--- config.mk ---
export PLATFORM = sky130hd
export DESIGN_NAME = handheld_io_register_block
export DESIGN_NICKNAME = d
export VERILOG_FILES = /design/src/design/hio_pkg.sv /design/src/design/hio_decode.sv /design/src/design/hio_regmem.sv /design/src/design/hio_update.sv /design/src/design/handheld_io_register_block.sv
export SDC_FILE = /design/constraint.sdc
export NUM_CORES = 1
export LEC_CHECK = 0
export BUFFER_PORTS_ARGS = -buffer_cell sky130_fd_sc_hd__buf_2
export CAP_MARGIN = 20
export CORE_MARGIN = 2
export CORE_UTILIZATION = 28
export CTS_BUF_LIST = sky130_fd_sc_hd__clkbuf_4 sky130_fd_sc_hd__clkbuf_8
export CTS_CLUSTER_DIAMETER = 120
export DETAILED_ROUTE_END_ITERATION = 8
export HOLD_SLACK_MARGIN = 0.05
export PLACE_DENSITY_LB_ADDON = 0.1
export SLEW_MARGIN = 15
export SYNTH_ARGS = -nofsm -noshare
export SYNTH_HDL_FRONTEND = slang
export SYNTH_SLANG_ARGS = --single-unit
--- constraint.sdc ---
create_clock -name clk_i -period 3.9 [get_ports clk_i]
set_input_delay 0.585 -clock clk_i [delete_from_list [all_inputs] [get_ports clk_i]]
set_output_delay 0.585 -clock clk_i [all_outputs]
set_load 0.02 [all_outputs]
--- src/design/hio_pkg.sv ---
// shared types, codes and register map constants of the handheld i/o register block
package hio_pkg;

  // access codes carried by the action field
  typedef enum logic [1:0] {
    ACT_READ  = 2'd0,
    ACT_WRITE = 2'd1,
    ACT_RAISE = 2'd2,
    ACT_NONE  = 2'd3
  } action_e;

  // register kinds after offset decode
  typedef enum logic [3:0] {
    K_NONE,
    K_DISPCNT,
    K_STAT,
    K_LINE,
    K_BGCNT,
    K_HSCROLL,
    K_VSCROLL,
    K_KEYS,
    K_IE,
    K_IF,
    K_IME,
    K_HALT
  } kind_e;

  typedef struct packed {
    kind_e      kind;
    logic       hi;
    logic [1:0] bg;
  } dec_t;

  typedef struct packed {
    logic [7:0]  rd_byte;
    logic        halt;
    logic        stop;
    logic        we;
    logic [15:0] wdata;
  } upd_t;

  localparam int OFF_W      = 10;
  localparam int KEY_W      = 10;
  localparam int IRQ_W      = 14;
  localparam int MAX_BG     = 4;

  // byte offsets above the i/o base
  localparam logic [OFF_W-1:0] OFF_DISPCNT_LO = 10'h000;
  localparam logic [OFF_W-1:0] OFF_DISPCNT_HI = 10'h001;
  localparam logic [OFF_W-1:0] OFF_STAT_LO    = 10'h004;
  localparam logic [OFF_W-1:0] OFF_STAT_HI    = 10'h005;
  localparam logic [OFF_W-1:0] OFF_LINE       = 10'h006;
  localparam logic [OFF_W-1:0] OFF_BGCNT_LO   = 10'h008;
  localparam logic [OFF_W-1:0] OFF_BGCNT_HI   = 10'h00F;
  localparam logic [OFF_W-1:0] OFF_SCROLL_LO  = 10'h010;
  localparam logic [OFF_W-1:0] OFF_SCROLL_HI  = 10'h01F;
  localparam logic [OFF_W-1:0] OFF_KEYS_LO    = 10'h130;
  localparam logic [OFF_W-1:0] OFF_KEYS_HI    = 10'h131;
  localparam logic [OFF_W-1:0] OFF_IE_LO      = 10'h200;
  localparam logic [OFF_W-1:0] OFF_IE_HI      = 10'h201;
  localparam logic [OFF_W-1:0] OFF_IF_LO      = 10'h202;
  localparam logic [OFF_W-1:0] OFF_IF_HI      = 10'h203;
  localparam logic [OFF_W-1:0] OFF_IME        = 10'h208;
  localparam logic [OFF_W-1:0] OFF_HALTCNT    = 10'h301;

  localparam logic [7:0]  STAT_LOW_MASK = 8'b1011_1000;
  localparam logic [7:0]  IE_HIGH_MASK  = 8'b0011_1111;
  localparam logic [15:0] HIGH_BYTE     = 16'hFF00;
  localparam logic [15:0] IRQ_MASK      = 16'h3FFF;

  // fixed word slots in the register store, backgrounds follow
  localparam int SLOT_DISPCNT = 0;
  localparam int SLOT_STAT    = 1;
  localparam int SLOT_IE      = 2;
  localparam int SLOT_IF      = 3;
  localparam int SLOT_IME     = 4;
  localparam int SLOT_FIXED   = 5;

  function automatic logic [15:0] put_low(input logic [15:0] r, input logic [7:0] b);
    put_low = (r & HIGH_BYTE) | {8'h00, b};
  endfunction

  function automatic logic [15:0] put_high(input logic [15:0] r, input logic [7:0] b);
    put_high = (r & ~HIGH_BYTE) | {b, 8'h00};
  endfunction

endpackage

--- src/design/hio_decode.sv ---
// offset decode into register kind, byte half, background and store slot
module hio_decode #(
  parameter int NUM_BACKGROUNDS = 4,
  parameter int AW              = 5
) (
  input  logic [hio_pkg::OFF_W-1:0] offset_i,
  input  logic [1:0]                action_i,
  output hio_pkg::dec_t             dec_o,
  output logic [AW-1:0]             addr_o
);
  import hio_pkg::*;

  localparam int HS_BASE = SLOT_FIXED + NUM_BACKGROUNDS;
  localparam int VS_BASE = SLOT_FIXED + 2 * NUM_BACKGROUNDS;

  logic [1:0] bg_cnt;
  logic [1:0] bg_scr;
  logic       cnt_ok;
  logic       scr_ok;

  assign bg_cnt = offset_i[2:1];
  assign bg_scr = offset_i[3:2];
  assign cnt_ok = {1'b0, bg_cnt} < 3'(NUM_BACKGROUNDS);
  assign scr_ok = {1'b0, bg_scr} < 3'(NUM_BACKGROUNDS);

  always_comb begin
    dec_o.kind = K_NONE;
    dec_o.hi   = offset_i[0];
    dec_o.bg   = 2'd0;
    priority if (offset_i == OFF_DISPCNT_LO || offset_i == OFF_DISPCNT_HI) begin
      dec_o.kind = K_DISPCNT;
    end else if (offset_i == OFF_STAT_LO || offset_i == OFF_STAT_HI) begin
      dec_o.kind = K_STAT;
    end else if (offset_i == OFF_LINE) begin
      dec_o.kind = K_LINE;
    end else if (offset_i >= OFF_BGCNT_LO && offset_i <= OFF_BGCNT_HI) begin
      dec_o.bg   = bg_cnt;
      dec_o.kind = cnt_ok ? K_BGCNT : K_NONE;
    end else if (offset_i >= OFF_SCROLL_LO && offset_i <= OFF_SCROLL_HI) begin
      dec_o.bg = bg_scr;
      if (!scr_ok) begin
        dec_o.kind = K_NONE;
      end else if (offset_i[1]) begin
        dec_o.kind = K_VSCROLL;
      end else begin
        dec_o.kind = K_HSCROLL;
      end
    end else if (offset_i == OFF_KEYS_LO || offset_i == OFF_KEYS_HI) begin
      dec_o.kind = K_KEYS;
    end else if (offset_i == OFF_IE_LO || offset_i == OFF_IE_HI) begin
      dec_o.kind = K_IE;
    end else if (offset_i == OFF_IF_LO || offset_i == OFF_IF_HI) begin
      dec_o.kind = K_IF;
    end else if (offset_i == OFF_IME) begin
      dec_o.kind = K_IME;
    end else if (offset_i == OFF_HALTCNT) begin
      dec_o.kind = K_HALT;
    end else begin
      dec_o.kind = K_NONE;
    end
  end

  // a raise always works on the flag word, whatever the offset
  always_comb begin
    addr_o = AW'(SLOT_DISPCNT);
    if (action_e'(action_i) == ACT_RAISE) begin
      addr_o = AW'(SLOT_IF);
    end else begin
      unique case (dec_o.kind)
        K_STAT:    addr_o = AW'(SLOT_STAT);
        K_IE:      addr_o = AW'(SLOT_IE);
        K_IF:      addr_o = AW'(SLOT_IF);
        K_IME:     addr_o = AW'(SLOT_IME);
        K_BGCNT:   addr_o = AW'(SLOT_FIXED) + AW'(dec_o.bg);
        K_HSCROLL: addr_o = AW'(HS_BASE) + AW'(dec_o.bg);
        K_VSCROLL: addr_o = AW'(VS_BASE) + AW'(dec_o.bg);
        default:   addr_o = AW'(SLOT_DISPCNT);
      endcase
    end
  end

endmodule

--- src/design/hio_regmem.sv ---
// register store: synchronous word memory with per-entry valid bits and write-first read
module hio_regmem #(
  parameter int DEPTH = 17,
  parameter int AW    = 5
) (
  input  logic          clk_i,
  input  logic          rst_ni,
  input  logic          rd_en_i,
  input  logic [AW-1:0] rd_addr_i,
  output logic [15:0]   rd_data_o,
  input  logic          wr_en_i,
  input  logic [AW-1:0] wr_addr_i,
  input  logic [15:0]   wr_data_i
);

  logic [15:0]      mem_q [DEPTH];
  logic [DEPTH-1:0] valid_q;
  logic [15:0]      rd_data_q;
  logic             rd_ok_q;
  logic             same;

  assign same = wr_en_i && (wr_addr_i == rd_addr_i);

  always_ff @(posedge clk_i) begin
    if (wr_en_i) begin
      mem_q[wr_addr_i] <= wr_data_i;
    end
    if (rd_en_i) begin
      rd_data_q <= same ? wr_data_i : mem_q[rd_addr_i];
    end
  end

  // entries never written read as zero
  always_ff @(posedge clk_i or negedge rst_ni) begin
    if (!rst_ni) begin
      valid_q <= '0;
      rd_ok_q <= 1'b0;
    end else begin
      if (wr_en_i) begin
        valid_q[wr_addr_i] <= 1'b1;
      end
      if (rd_en_i) begin
        rd_ok_q <= same || valid_q[rd_addr_i];
      end
    end
  end

  assign rd_data_o = rd_ok_q ? rd_data_q : 16'h0000;

endmodule

--- src/design/hio_update.sv ---
// read merge and masked write-back of one access
module hio_update (
  input  logic [1:0]                action_i,
  input  hio_pkg::dec_t             dec_i,
  input  logic [15:0]               old_i,
  input  logic [7:0]                byte_i,
  input  logic                      vblank_i,
  input  logic                      hblank_i,
  input  logic                      match_i,
  input  logic [7:0]                line_i,
  input  logic [hio_pkg::KEY_W-1:0] keys_i,
  input  logic [hio_pkg::IRQ_W-1:0] raise_i,
  output hio_pkg::upd_t             upd_o
);
  import hio_pkg::*;

  logic [15:0] word;
  logic [15:0] keys16;

  assign keys16 = {{(16 - KEY_W){1'b0}}, keys_i};

  // read path
  always_comb begin
    word = 16'h0000;
    unique case (dec_i.kind)
      K_DISPCNT, K_BGCNT, K_HSCROLL, K_VSCROLL, K_IE, K_IF: word = old_i;
      K_KEYS:  word = keys16;
      K_STAT:  word = old_i | {13'h0000, match_i, hblank_i, vblank_i};
      K_LINE:  word = {8'h00, line_i};
      K_IME:   word = {15'h0000, old_i[0]};
      default: word = 16'h0000;
    endcase
  end

  always_comb begin
    upd_o.rd_byte = 8'h00;
    upd_o.halt    = 1'b0;
    upd_o.stop    = 1'b0;
    upd_o.we      = 1'b0;
    upd_o.wdata   = old_i;
    unique case (action_e'(action_i))
      ACT_READ: begin
        upd_o.rd_byte = dec_i.hi ? word[15:8] : word[7:0];
      end
      ACT_WRITE: begin
        unique case (dec_i.kind)
          K_DISPCNT, K_BGCNT: begin
            upd_o.we    = 1'b1;
            upd_o.wdata = dec_i.hi ? put_high(old_i, byte_i) : put_low(old_i, byte_i);
          end
          K_STAT: begin
            upd_o.we    = 1'b1;
            upd_o.wdata = dec_i.hi ? put_high(old_i, byte_i)
                                   : put_low(old_i, byte_i & STAT_LOW_MASK);
          end
          K_HSCROLL, K_VSCROLL: begin
            // high byte keeps only scroll bit 8
            upd_o.we    = 1'b1;
            upd_o.wdata = dec_i.hi ? {7'h00, byte_i[0], old_i[7:0]}
                                   : {old_i[15:8], byte_i};
          end
          K_IE: begin
            upd_o.we    = 1'b1;
            upd_o.wdata = dec_i.hi ? put_high(old_i, byte_i & IE_HIGH_MASK)
                                   : put_low(old_i, byte_i);
          end
          K_IF: begin
            // write one to clear
            upd_o.we    = 1'b1;
            upd_o.wdata = old_i & ~(dec_i.hi ? {byte_i, 8'h00} : {8'h00, byte_i}) & IRQ_MASK;
          end
          K_IME: begin
            upd_o.we    = 1'b1;
            upd_o.wdata = {15'h0000, byte_i[0]};
          end
          K_HALT: begin
            upd_o.halt = 1'b1;
            upd_o.stop = byte_i[7];
          end
          default: begin
            upd_o.we = 1'b0;
          end
        endcase
      end
      ACT_RAISE: begin
        upd_o.we    = 1'b1;
        upd_o.wdata = (old_i | {{(16 - IRQ_W){1'b0}}, raise_i}) & IRQ_MASK;
      end
      default: begin
        upd_o.we = 1'b0;
      end
    endcase
  end

endmodule

--- src/design/handheld_io_register_block.sv ---
// top level of the handheld i/o register block: access stage, register store and result register
// a word accepted into the access stage moves into the result register when the stage commits
// throughput: one word per cycle unless the output stalls; the store is read at acceptance and
//   written back at commit, with write-first forwarding when back-to-back words hit the same slot
// the input stalls only while the access stage holds a word that the result register cannot take
// reset: asynchronous, active low; clears the handshake state and the store's valid bits, so
//   every stored word reads as zero until written

module handheld_io_register_block #(
  parameter int NUM_BACKGROUNDS = 4
) (
  input  logic                      clk_i,
  input  logic                      rst_ni,
  // access words
  input  logic                      in_valid_i,
  output logic                      in_stall_o,
  input  logic [1:0]                action_i,
  input  logic [hio_pkg::OFF_W-1:0] offset_i,
  input  logic [7:0]                write_byte_i,
  input  logic                      in_vblank_i,
  input  logic                      in_hblank_i,
  input  logic                      line_match_i,
  input  logic [7:0]                line_count_i,
  input  logic [hio_pkg::KEY_W-1:0] key_state_i,
  input  logic [hio_pkg::IRQ_W-1:0] raise_mask_i,
  // result words
  output logic                      out_valid_o,
  input  logic                      out_stall_i,
  output logic [7:0]                read_byte_o,
  output logic                      halt_request_o,
  output logic                      stop_request_o
);
  import hio_pkg::*;

  // store layout: five fixed slots, then control, horizontal and vertical scroll per background
  localparam int DEPTH = SLOT_FIXED + 3 * NUM_BACKGROUNDS;
  localparam int AW    = $clog2(DEPTH);

  // handshake
  logic in_accept;
  logic commit;
  logic out_take;

  // decode of the incoming word
  dec_t          dec;
  logic [AW-1:0] addr;

  // access stage
  logic              s1_valid_q, s1_valid_d;
  logic [1:0]        s1_act_q;
  dec_t              s1_dec_q;
  logic [AW-1:0]     s1_addr_q;
  logic [7:0]        s1_byte_q;
  logic              s1_vb_q, s1_hb_q, s1_lm_q;
  logic [7:0]        s1_line_q;
  logic [KEY_W-1:0]  s1_keys_q;
  logic [IRQ_W-1:0]  s1_raise_q;

  // store and update
  logic [15:0] old_word;
  upd_t        upd;

  // result register
  logic       out_valid_q, out_valid_d;
  logic [7:0] rd_byte_q;
  logic       halt_q;
  logic       stop_q;

  // stage moves on when the result register is empty or being emptied
  assign out_take   = out_valid_q && !out_stall_i;
  assign commit     = s1_valid_q && (!out_valid_q || !out_stall_i);
  assign in_stall_o = s1_valid_q && !commit;
  assign in_accept  = in_valid_i && !in_stall_o;

  hio_decode #(
    .NUM_BACKGROUNDS (NUM_BACKGROUNDS),
    .AW              (AW)
  ) u_decode (
    .offset_i (offset_i),
    .action_i (action_i),
    .dec_o    (dec),
    .addr_o   (addr)
  );

  // read issued at acceptance, write-back when the stage commits
  hio_regmem #(
    .DEPTH (DEPTH),
    .AW    (AW)
  ) u_regmem (
    .clk_i     (clk_i),
    .rst_ni    (rst_ni),
    .rd_en_i   (in_accept),
    .rd_addr_i (addr),
    .rd_data_o (old_word),
    .wr_en_i   (commit && upd.we),
    .wr_addr_i (s1_addr_q),
    .wr_data_i (upd.wdata)
  );

  hio_update u_update (
    .action_i (s1_act_q),
    .dec_i    (s1_dec_q),
    .old_i    (old_word),
    .byte_i   (s1_byte_q),
    .vblank_i (s1_vb_q),
    .hblank_i (s1_hb_q),
    .match_i  (s1_lm_q),
    .line_i   (s1_line_q),
    .keys_i   (s1_keys_q),
    .raise_i  (s1_raise_q),
    .upd_o    (upd)
  );

  // control next state
  always_comb begin
    s1_valid_d = s1_valid_q;
    if (in_accept) begin
      s1_valid_d = 1'b1;
    end else if (commit) begin
      s1_valid_d = 1'b0;
    end
    out_valid_d = out_valid_q;
    if (commit) begin
      out_valid_d = 1'b1;
    end else if (out_take) begin
      out_valid_d = 1'b0;
    end
  end

  always_ff @(posedge clk_i or negedge rst_ni) begin
    if (!rst_ni) begin
      s1_valid_q  <= 1'b0;
      out_valid_q <= 1'b0;
    end else begin
      s1_valid_q  <= s1_valid_d;
      out_valid_q <= out_valid_d;
    end
  end

  // access stage payload, live status inputs sampled with the word
  always_ff @(posedge clk_i) begin
    if (in_accept) begin
      s1_act_q   <= action_i;
      s1_dec_q   <= dec;
      s1_addr_q  <= addr;
      s1_byte_q  <= write_byte_i;
      s1_vb_q    <= in_vblank_i;
      s1_hb_q    <= in_hblank_i;
      s1_lm_q    <= line_match_i;
      s1_line_q  <= line_count_i;
      s1_keys_q  <= key_state_i;
      s1_raise_q <= raise_mask_i;
    end
  end

  // result payload
  always_ff @(posedge clk_i) begin
    if (commit) begin
      rd_byte_q <= upd.rd_byte;
      halt_q    <= upd.halt;
      stop_q    <= upd.stop;
    end
  end

  assign out_valid_o    = out_valid_q;
  assign read_byte_o    = rd_byte_q;
  assign halt_request_o = halt_q;
  assign stop_request_o = stop_q;

  // an accepted word always occupies the access stage next cycle
  assert property (@(posedge clk_i) disable iff (!rst_ni)
    in_accept |=> s1_valid_q)
    else $error("accepted word lost before the access stage");

  // a held word with an empty result register must move on
  assert property (@(posedge clk_i) disable iff (!rst_ni)
    (s1_valid_q && !out_valid_q) |-> !in_stall_o)
    else $error("access stage stalled with empty result register");

  // a committed word shows up in the result register
  assert property (@(posedge clk_i) disable iff (!rst_ni)
    commit |=> out_valid_q)
    else $error("committed word not presented");

  // stop is only ever a flavour of a halt request
  assert property (@(posedge clk_i) disable iff (!rst_ni)
    (out_valid_q && stop_q) |-> halt_q)
    else $error("stop request without halt request");

  // halt requests come from writes, which return no read data
  assert property (@(posedge clk_i) disable iff (!rst_ni)
    (out_valid_q && halt_q) |-> (rd_byte_q == 8'h00))
    else $error("halt request carries read data");

endmodule

==> run summary <==
WS Path Type: in -> reg
Syn Area/Cell: 12.8 sq um
clk_skew: 0.0268 ns
DR vias: 12126
worst skew pair latency: 0.64 ns
clock root cell: clkbuf_8
CTS buffer count: 73
Post-Syn Area: 16800 sq um
remaining global-route overflow: 0
DRT Wirelength: 54.8 mm
Final setup viols: 0
Crit path arrival time: 3.90 ns
HP Start: line_match_i
Top FF cell, synth: edfxtp_1
Starting Density: 28.4%
top post-synthesis cells by area: edfxtp_1 63%, dfrtp_1 3.0%, nand2_1 2.2%
Critical Path Sink Type: flop
Worst R2R End: u_regmem.rd_data_q[4]
hold depth: 1
Die Ht: 249 um
Synth Instances: 1314
endpoints failing hold: 0
Syn. warnings: 0
vias in the first global route: 12438
post-layout net count: 1567
hold buffers post-CTS: 1
antenna viol nets, final: 0
largest net degree at the start of global routing: 49
clock sinks: 373
DRT iter0 DRCs: 848
final period utilization: 87.9%
Filler cells: 5858
Final GP Congestion: 0.837
Max Slew Vio Count: 0
number of diodes: 0
postcts setup bufs: 0
DP Wirelength: 37.0 mm
GRT Util Overall: 17.6%
worst hold path class: in -> reg
syn_nets: 1377
status: finished clean
vias per cell: 5.21
Peak VDD IR: 0.000190 V
R2R cell count: 8
FF+latch count, synth: 373
Die Wd: 249 um
register area share after synthesis: 66.0%
PostCTS Resize Cnt: 0
startpoint types: primary input
initial antenna violation count: 0
Pre-antenna DRT Iters: 5
CTS max path bufs: 3
Die ar.: 62100 sq um
CTS H-tree depth: 3
num rows: 89
post-synth top area cell: edfxtp_1
max_cap viols: 0
drt wl/cell: 23.6 um
Power Dens Cells: 460 nW/um^2
Post-route DRC: 0
Layout area overhead: 22.0%
maximum clock frequency: 292 MHz
Pleak: 7.25 nW
Worst-path clk slew: 0.05 ns
Placed Area: 19100 sq um
# IOs: 71
area share of the leading cell type in the synthesized netlist: 63.0%
setup slack, reg-to-reg: 0.69 ns
Post-synth EDFFs: 353
total design power: 9.45 mW
CP Max Fanout: 11
Tmin final: 3.43 ns
final instance area: 20500 sq um
final hold slack: 0.124 ns
Rel. slew slack: 39.0%
core region area: 59200 sq um
CP required: 4.37 ns
Post-synth ARST share: 5.36%
Worst-Margin Slew: 0.911 ns
Hold Crit Endpoint: s1_lm_q
IO buf count: 70
layout cell share with drive strength beyond 1: 24.6%
CTS tree: built
RR Startpoint: s1_dec_q[6]
RSZ-0062 raised after global routing: no
synth unique cells: 78
first-pass GRT wire length: 82.9 mm
[routing by layer]
metal,routed length [um],part of all wire [%],track usage (%),vias up
met2,24400,45,27.2,362
met1,26300,48,24.8,6063
li1,-,-,-,5603
met3,2640,4.8,3.26,98
met5,0,0,0,-
met4,1410,2.6,5.89,0
[synth_stat cells, drive strengths merged (9+ instances only)]
master,count
a311o,9
o211a,19
o31ai,28
and3,19
clkbuf,61
or4,9
nand3,48
or3,36
edfxtp,353
a21oi,51
a311oi,10
a31oi,35
nand2b,16
a21boi,19
o21ai,47
a2111oi,24
nand2,101
nor2,54
buf,41
o22ai,9
a211oi,27
or2,17
dfrtp,20
nor2b,17
nor3,63
o31a,10
inv,14
and2,14
nand4,32
[stage by stage]
stage | utilization, % | cells | worst slack [ns] | setup TNS, ns
2_1_floorplan | - | 1314 | 0.00448 | 0
3_3_place_gp | 32.2 | 2201 | -0.159 | -0.865
3_5_place_dp | 32.2 | 2201 | -0.224 | -1.39
4_1_cts | 34.7 | 2327 | 0.534 | 0
5_1_grt | 34.7 | 2327 | 0.254 | 0
6_report | 34.7 | 2327 | 0.471 | 0
[logic make-up after synthesis]
group	count (synthesis)	synth area share, %
multiplexers	10	0.610
buffers and inverters	117	3.08
AO/OA/AOI/OAI	362	15.9
flip-flops	373	66.0
AND/OR/NAND/NOR	448	14.2
adder cells (fa/ha/maj)	4	0.297
[power breakdown]
part           switching, mW  internal [mW]  leakage (nW)  total (mW)
Combinational          0.561          0.278          2.98       0.840
Sequential            0.0713           4.58          3.52        4.65
Clock                   1.75           2.21         0.750        3.96
Total                   2.38           7.06          7.25        9.45
[sequential cells by signal, summed over array words and instances, names as in the netlist, 2 cells and up]
register	count
s1_act_q	2
u_regmem.mem_q	272
u_regmem.rd_data_q	16
read_byte_o	8
s1_raise_q	14
s1_dec_q	5
s1_addr_q	5
s1_keys_q	10
u_regmem.valid_q	17
s1_byte_q	8
s1_line_q	8
[cells in the final DEF (no fill, tap or decap), drive strengths merged, types with 14 or more instances in the layout]
cell type    n
a211oi      27
or2         17
a21boi      19
o21ai       47
and2        14
nand4       32
nor2        54
or3         36
edfxtp     353
buf        216
a2111oi     24
clkinv      23
clkbuf      95
a21oi       51
nor3        63
nand2b      16
dfrtp       20
nor2b       17
inv         17
nand3       48
a31oi       35
o211a       19
and3        19
nand2      101
o31ai       28
[worst max path at each step]
| stage | startpoint | endpoint | slack [ns] |
|---|---|---|---|
| after floorplan | offset_i[5] | u_regmem.rd_data_q[0] | 0.004 |
| after global placement | offset_i[6] | u_regmem.rd_data_q[10] | -0.16 |
| after detailed placement | offset_i[6] | u_regmem.rd_data_q[15] | -0.22 |
| after CTS | offset_i[6] | u_regmem.rd_data_q[15] | 0.53 |
| after global routing | offset_i[6] | u_regmem.rd_data_q[15] | 0.25 |
| final | offset_i[6] | u_regmem.rd_data_q[15] | 0.47 |
[layout make-up]
type | count | area (sq um) | area share (%)
clock buffers | 95 | 1200 | 5.85
clock inverters | 30 | 226 | 1.10
inverters | 15 | 57.6 | 0.280
multi-input cells | 824 | 5340 | 26.0
flip-flops and latches | 373 | 11100 | 54.1
well taps | 773 | 967 | 4.71
repair buffers | 217 | 1640 | 8.01
[critical path, stage by stage]
cell	delay, ns
buf_2	0.10
or4_4	0.55
nor2_4	0.10
nand2_1	0.08
nor2_1	0.11
ha_1	0.12
o21ai_1	0.08
nor3_2	0.18
nor3_2	0.08
nor2_1	0.70
a2111oi_0	0.24
buf_4	0.19
or4_1	0.54
a31oi_1	0.22
No activity file was read; power rests on OpenSTA's default activity.
